## src/rtl/lsml_pkg.sv

```systemverilog
package lsml_pkg;

   localparam int MAX_PATTERN = 16;
   localparam int MAX_LINE    = 200;

   localparam int BYTE_W  = 8;
   localparam int LINE_W  = 20;
   localparam int COL_W   = 8;
   localparam int LEN_W   = 5;
   localparam int WORD_W  = 64;
   localparam int INDEX_W = 2;

   localparam logic [BYTE_W-1:0] NEWLINE_BYTE = 8'd10;
   localparam logic [LINE_W-1:0] LINE_LIMIT   = 20'hFFFFF;
   localparam logic [COL_W-1:0]  LAST_COLUMN  = COL_W'(MAX_LINE - 1);

   localparam logic [INDEX_W-1:0] CSR_PATTERN_LOW  = 2'd0;
   localparam logic [INDEX_W-1:0] CSR_PATTERN_HIGH = 2'd1;
   localparam logic [INDEX_W-1:0] CSR_PATTERN_LEN  = 2'd2;

   typedef logic [BYTE_W-1:0] byte_type;

   typedef struct packed {
      logic [WORD_W-1:0] low_bytes;
      logic [WORD_W-1:0] high_bytes;
      logic [LEN_W-1:0]  length;
   } pattern_cfg_type;

   // Length zero behaves as one; anything above the window depth is clamped.
   function automatic logic [LEN_W-1:0] active_length(input logic [LEN_W-1:0] raw);
      logic [LEN_W-1:0] len;
      len = raw;
      if (len == '0) begin
         len = LEN_W'(1);
      end else if (len > LEN_W'(MAX_PATTERN)) begin
         len = LEN_W'(MAX_PATTERN);
      end
      return len;
   endfunction

endpackage

```

## src/rtl/lsml_window.sv

```systemverilog
module lsml_window (
   input  logic                     clock,
   input  logic                     reset,
   input  logic                     shift_en,
   input  lsml_pkg::byte_type       text_byte,
   input  lsml_pkg::pattern_cfg_type pattern_cfg,
   output logic                     window_match
);
   import lsml_pkg::*;

   byte_type recent_ff [MAX_PATTERN];
   byte_type recent_in [MAX_PATTERN];
   byte_type pattern_bytes [MAX_PATTERN];
   byte_type aligned [MAX_PATTERN];
   logic [MAX_PATTERN-1:0] lane_ok;
   logic [LEN_W-1:0] len;
   logic [LEN_W-1:0] src;

   // The window after the shift is what gets compared, newest byte in lane 0.
   always_comb begin
      recent_in[0] = text_byte;
      for (int k = 1; k < MAX_PATTERN; k++) begin
         recent_in[k] = recent_ff[k-1];
      end
   end

   always_ff @(posedge clock) begin
      if (reset) begin
         for (int k = 0; k < MAX_PATTERN; k++) begin
            recent_ff[k] <= '0;
         end
      end else if (shift_en) begin
         recent_ff <= recent_in;
      end
   end

   // Lane k faces pattern byte len-1-k; lanes past the length always agree.
   always_comb begin
      len = active_length(pattern_cfg.length);
      for (int k = 0; k < MAX_PATTERN; k++) begin
         pattern_bytes[k] = (k < 8) ? pattern_cfg.low_bytes[(k % 8)*BYTE_W +: BYTE_W]
                                    : pattern_cfg.high_bytes[(k % 8)*BYTE_W +: BYTE_W];
      end
      src = '0;
      for (int k = 0; k < MAX_PATTERN; k++) begin
         src = LEN_W'(len - LEN_W'(1) - LEN_W'(k));
         aligned[k] = pattern_bytes[src[$clog2(MAX_PATTERN)-1:0]];
         lane_ok[k] = (LEN_W'(k) >= len) || (recent_in[k] == aligned[k]);
      end
      window_match = &lane_ok;
   end

endmodule

```

## src/rtl/line_substring_match_locator_core.sv

```systemverilog
// A beat accepted from the request side is held in the input register and moves
// on into the result register whenever that register can take a new value.
// Throughput: one text byte per cycle while the result channel is not stalled;
// the rate is set by the window compare and the line bookkeeping.
// Bytes that complete no match produce no result beat.
// Reset (synchronous, active high) clears the window, the column and the
// overlap mark, sets the line number to one and loads the default pattern.
module line_substring_match_locator_core (
   input  logic                        clock,
   input  logic                        reset,
   input  logic                        req_valid,
   output logic                        req_stall,
   input  logic [7:0]                  req_text_byte,
   output logic                        rsp_valid,
   input  logic                        rsp_stall,
   output logic [19:0]                 rsp_line_number,
   output logic [7:0]                  rsp_start_column,
   input  logic                        csr_valid,
   output logic                        csr_ready,
   input  logic [lsml_pkg::INDEX_W-1:0] csr_index,
   input  logic [63:0]                 csr_data
);
   import lsml_pkg::*;

   // Configuration registers. Writes are to arrive only while the block is idle;
   // the block itself does not enforce this, and the port is always ready.
   pattern_cfg_type cfg_ff;
   pattern_cfg_type cfg_in;

   always_comb begin
      cfg_in = cfg_ff;
      if (csr_valid && csr_ready) begin
         unique case (csr_index)
            CSR_PATTERN_LOW:  cfg_in.low_bytes  = csr_data;
            CSR_PATTERN_HIGH: cfg_in.high_bytes = csr_data;
            CSR_PATTERN_LEN:  cfg_in.length     = csr_data[LEN_W-1:0];
            default:          cfg_in = cfg_ff;
         endcase
      end
   end

   always_ff @(posedge clock) begin
      if (reset) begin
         cfg_ff.low_bytes  <= '0;
         cfg_ff.high_bytes <= '0;
         cfg_ff.length     <= LEN_W'(1);
      end else begin
         cfg_ff <= cfg_in;
      end
   end

   assign csr_ready = 1'b1;

   // Input register. The held byte moves on whenever the result register
   // can take a new value, whether or not this byte completes a match.
   logic     s1_valid_ff, s1_valid_in;
   byte_type s1_byte_ff;
   logic     req_accept;
   logic     out_free;
   logic     s2_fire;
   logic     rsp_valid_ff, rsp_valid_in;

   assign out_free   = !rsp_valid_ff || !rsp_stall;
   assign s2_fire    = s1_valid_ff && out_free;
   assign req_stall  = s1_valid_ff && !out_free;
   assign req_accept = req_valid && !req_stall;

   always_comb begin
      s1_valid_in = s1_valid_ff;
      if (req_accept) begin
         s1_valid_in = 1'b1;
      end else if (s2_fire) begin
         s1_valid_in = 1'b0;
      end
   end

   always_ff @(posedge clock) begin
      if (reset) begin
         s1_valid_ff <= 1'b0;
      end else begin
         s1_valid_ff <= s1_valid_in;
      end
   end

   always_ff @(posedge clock) begin
      if (req_accept) begin
         s1_byte_ff <= req_text_byte;
      end
   end

   // Sliding window of the most recent bytes and the pattern compare.
   logic window_match;

   lsml_window u_window (
      .clock        (clock),
      .reset        (reset),
      .shift_en     (s2_fire),
      .text_byte    (s1_byte_ff),
      .pattern_cfg  (cfg_ff),
      .window_match (window_match)
   );

   // Line bookkeeping. The column counts bytes taken in the current line; the
   // blocked column is the last column covered by a reported match, which is
   // how overlapping candidates are dropped. Since all candidates share one
   // length, the earliest end is also the leftmost start.
   logic [COL_W-1:0]  column_ff, column_in;
   logic [COL_W-1:0]  blocked_ff, blocked_in;
   logic [LINE_W-1:0] line_ff, line_in;
   logic [COL_W-1:0]  column_next;
   logic [COL_W-1:0]  len_col;
   logic [COL_W-1:0]  start_col;
   logic              hit;
   logic              line_end;

   always_comb begin
      len_col     = COL_W'(active_length(cfg_ff.length));
      column_next = column_ff + COL_W'(1);
      start_col   = column_next - len_col + COL_W'(1);
      // A candidate needs the whole pattern inside the current line.
      hit         = s2_fire && window_match && (column_next >= len_col)
                    && (start_col > blocked_ff);
      line_end    = (s1_byte_ff == NEWLINE_BYTE) || (column_next >= LAST_COLUMN);

      column_in  = column_ff;
      blocked_in = blocked_ff;
      line_in    = line_ff;
      if (s2_fire) begin
         if (line_end) begin
            column_in  = '0;
            blocked_in = '0;
            if (line_ff != LINE_LIMIT) begin
               line_in = line_ff + LINE_W'(1);
            end
         end else begin
            column_in = column_next;
            if (hit) begin
               blocked_in = column_next;
            end
         end
      end
   end

   always_ff @(posedge clock) begin
      if (reset) begin
         column_ff  <= '0;
         blocked_ff <= '0;
         line_ff    <= LINE_W'(1);
      end else begin
         column_ff  <= column_in;
         blocked_ff <= blocked_in;
         line_ff    <= line_in;
      end
   end

   // Result register. It reloads whenever it is free; a byte without a match
   // simply leaves it empty.
   logic [LINE_W-1:0] rsp_line_ff;
   logic [COL_W-1:0]  rsp_column_ff;

   assign rsp_valid_in = out_free ? hit : rsp_valid_ff;

   always_ff @(posedge clock) begin
      if (reset) begin
         rsp_valid_ff <= 1'b0;
      end else begin
         rsp_valid_ff <= rsp_valid_in;
      end
   end

   always_ff @(posedge clock) begin
      if (hit) begin
         rsp_line_ff   <= line_ff;
         rsp_column_ff <= start_col;
      end
   end

   assign rsp_valid        = rsp_valid_ff;
   assign rsp_line_number  = rsp_line_ff;
   assign rsp_start_column = rsp_column_ff;

endmodule

```

## config.mk

```make
export PLATFORM = sky130hd
export DESIGN_NAME = line_substring_match_locator_core
export DESIGN_NICKNAME = d
export VERILOG_FILES = /design/src/rtl/lsml_pkg.sv /design/src/rtl/lsml_window.sv /design/src/rtl/line_substring_match_locator_core.sv
export SDC_FILE = /design/constraint.sdc
export NUM_CORES = 1
export LEC_CHECK = 0
export ABC_AREA = 1
export BUFFER_PORTS_ARGS = -buffer_cell sky130_fd_sc_hd__buf_2
export CAP_MARGIN = 10
export CORE_UTILIZATION = 35
export DETAILED_ROUTE_END_ITERATION = 7
export PLACE_DENSITY = 0.57
export SYNTH_ARGS = -nofsm -noshare
export SYNTH_HDL_FRONTEND = slang
export SYNTH_HIERARCHICAL = 1
export SYNTH_SLANG_ARGS = --single-unit
```

## constraint.sdc

```tcl
create_clock -name clock -period 4.1 [get_ports clock]
set_clock_uncertainty 0.15 [all_clocks]
set_input_delay 0.82 -clock clock [delete_from_list [all_inputs] [get_ports clock]]
set_output_delay 0.82 -clock clock [all_outputs]
set_load 0.02 [all_outputs]
```

==> results.json <==
{
  "status": "complete, but fails checks",
  "failed_checks": "setup timing",
  "drive_gt1_share_pct": 16.13,
  "drv_cap": 0,
  "whs_path_depth": 1,
  "setup_viol": 29,
  "grt_setup_unrepaired": "yes",
  "fillCellCount": 6887,
  "top_usage_layer": "met1",
  "tritoncts": "yes",
  "start_kind": "flip-flop",
  "yosys_register_bits": 327,
  "reg2reg_slack_ns": -0.05,
  "synthesis.area_um2": 22870,
  "grt_max_degree": 158,
  "crit_end": "rsp_line_number[2]",
  "hold_buffers": 0,
  "area_growth_pct": 25.50,
  "yosys_warnings": 6,
  "die_area_um2": 66360,
  "met2_usage_pct": 43.62,
  "synth-edff-count": 36,
  "viasPerCell": 5.348,
  "p_leak_uw": 0.01359,
  "vias": 26830,
  "max_slew_margin_pct": 42.61,
  "insertion_delay_ns": 0.60,
  "core_area_um2": 64460,
  "use_met3_pct": 5.202,
  "max-clock-path-buffers": 3,
  "dp_hpwl_mm": 78.27,
  "tightestPinTransition_ns": 0.8608,
  "yosysTopAreaCell": "dfxtp_1",
  "crit_path_end_kind": "flip-flop",
  "cts.sinks": 327,
  "die_w_um": 257.6,
  "instances_no_fill": 5016,
  "synth_compound_area_share_pct": 8.673,
  "wl_mm": 103.8,
  "yosysTopAreaCellShare_pct": 25.48,
  "fin_ws_ns": -0.05018,
  "diodes": 0,
  "grt_pass1_wl_mm": 152.0,
  "crit_path_start": "cfg_ff[0]",
  "hold_class": "input pin to flip-flop",
  "grt.met1_usage_pct": 44.50,
  "r2r-start": "cfg_ff[0]",
  "grt_use_total_pct": 30.26,
  "finalHoldWorstSlack_ns": 0.2806,
  "rows": 93,
  "cp_max_fo": 8,
  "post-place-cells": 4907,
  "h-tree-depth": 2,
  "ys_async_sr_fraction_pct": 0,
  "numCtsBuffers": 42,
  "die_h_um": 257.6,
  "cts-root-buf": "clkbuf_16",
  "wire_per_inst_um": 20.70,
  "drtIter0Drc": 3290,
  "syn_inst": 3904,
  "io_buffers": 108,
  "synth_commonest_cells": "nand2_1 (1451), nand3_1 (679), nor2_1 (449)",
  "syn_avg_cell_area_um2": 5.857,
  "ir_drop_mv": 0.2793,
  "synth_seq_area_share_pct": 30.21,
  "overflow": 0,
  "finalHoldViolations": 0,
  "post-route-min-period_ns": 4.150,
  "synth_nets": 4013,
  "synth_top_family_by_area": "simple AND/OR/NAND/NOR gates",
  "synth_area_leaders": "dfxtp_1 (25%), nand2_1 (24%), nand3_1 (15%)",
  "pin_count": 110,
  "reg2reg_depth": 26,
  "grt_pass1_vias": 23700,
  "start_util_pct": 35.47,
  "synth_ff_type": "dfxtp_1",
  "ys_types": 42,
  "synth-adder-area-share_pct": 1.707,
  "r2r_end": "rsp_line_number[2]",
  "cp.required_ns": 4.23,
  "antenna_found_initial": 1,
  "max_freq_mhz": 241.0,
  "synth.most_common_cell": "nand2_1",
  "num-nets-final": 4236,
  "critPathKind": "flip-flop to flip-flop",
  "synth_xor_area_share_pct": 0.8810,
  "min_period_over_period_pct": 101.2,
  "drcViolationCount": 0,
  "place_congestion": 1.017,
  "drtAntennaViolNets": 0,
  "slew_violations": 0,
  "powerDensity_nw_per_um2": 409.9,
  "clkTransAtPathRegs_ns": 0.06,
  "muxShareOfSynthArea_pct": 0,
  "arrival_ns": 4.28,
  "firstDrtPassIters": 6,
  "synth-simple-area-share_pct": 49.47
}
## worst min path at each step
stage	slack, ns	startpoint	end
finish	0.28	req_text_byte[3]	s1_byte_ff[3]
floorplan	0.30	column_ff[6]	column_ff[6]
global route	0.27	req_text_byte[7]	s1_byte_ff[7]
detailed placement	0.31	column_ff[6]	column_ff[6]
CTS	0.26	req_text_byte[3]	s1_byte_ff[3]
global placement	0.31	column_ff[6]	column_ff[6]
## metal layers
| layer | part of all wire, % | vias to the layer above |
|---|---|---|
| met5 | 0 | - |
| met4 | 4.1 | 0 |
| met3 | 9.5 | 171 |
| met2 | 40 | 1187 |
| met1 | 46 | 12370 |
| li1 | - | 13100 |
## cell families after synthesis
logic type | count (synthesis)
AND/OR/NAND/NOR | 2688
flip-flops | 327
other | 1
buffers and inverters | 501
XOR/XNOR | 23
AO/OA/AOI/OAI | 334
adder cells (fa/ha/maj) | 30
## sequential cells by signal (all words and copies together), names as in the netlist
name	cells
column_ff	8
cfg_ff	133
line_ff	20
s1_valid_ff	1
rsp_valid	1
s1_byte_ff	8
blocked_ff	8
rsp_line_number	20
rsp_start_column	8
u_window/recent_ff	120
## critical path, cell delays in order, from the launching register on
cell	delay, ns
dfxtp_2	0.33
nor2_4	0.10
buf_4	0.12
nand3_4	0.11
buf_6	0.16
nand3_4	0.12
nand2_8	0.14
buf_12	0.19
buf_4	0.14
nand2_1	0.12
nand3_2	0.13
nand3_1	0.11
nand2_2	0.12
xor2_1	0.16
nor2_1	0.19
nand2_1	0.14
nor2_1	0.10
nand2_1	0.07
nor2_1	0.11
nand2_1	0.10
nor2_4	0.23
nand3_1	0.13
inv_1	0.08
nand2_2	0.06
a21oi_4	0.13
buf_12	0.15
buf_12	0.14
## area by class of cell
class	count	area, um^2	area share, %
multi-input combinational	3078	14570	50.77
clock inverter	29	354.1	1.234
sequential	327	6914	24.09
inverter	283	1075	3.745
timing repair buffer	395	3567	12.43
clock buffer	49	1149	4.003
tap	855	1070	3.728
## report_power, final
group | total [uW] | switching, uW | internal (uW)
logic | 4190 | 2710 | 1480
registers | 3530 | 151 | 3380
clock network | 4050 | 1630 | 2420
total | 11800 | 4490 | 7280
## placed cells by master (no fill, tap or decap), types with 14 or more instances in the layout
cell type  count
nand2_1     1375
nand3_1      638
nor2_1       435
dfxtp_1      287
inv_1        265
buf_4        213
o21ai_0      134
buf_2        107
a211oi_1     102
nand2_2       75
a21oi_1       61
nand3b_1      55
clkbuf_16     51
buf_12        48
nand3_2       41
edfxtp_1      36
nand4_1       30
ha_1          27
xor2_1        15
buf_6         15
nor2_2        14
## what timing repair did
| action | in CTS | in global routing |
|---|---|---|
| buffers inserted | 8 | 13 |
| endpoints found under the setup margin | 37 | 37 |
| cloned | 5 | 9 |
| gates resized for setup | 111 | 90 |
| hold endpoints to repair | 0 | 0 |
| pin swaps | 9 | 36 |
## stage by stage
stage / setup slack (ns) / setup TNS (ns) / instance area (um^2) / utilization, % / power [uW]
4_1_cts: 0.00002620 / 0 / 28110 / 43.60 / 11540
5_1_grt: -0.2482 / -8.503 / 28700 / 44.52 / 12290
3_3_place_gp: -0.3908 / -13.57 / 26010 / 40.35 / 7354
3_5_place_dp: -0.3933 / -13.74 / 26010 / 40.35 / 7359
6_report: -0.05018 / -1.006 / 28700 / 44.52 / 11760
2_1_floorplan: 0.0001008 / 0 / 22870 / - / 5742
No activity file was read; power rests on OpenSTA's default activity.
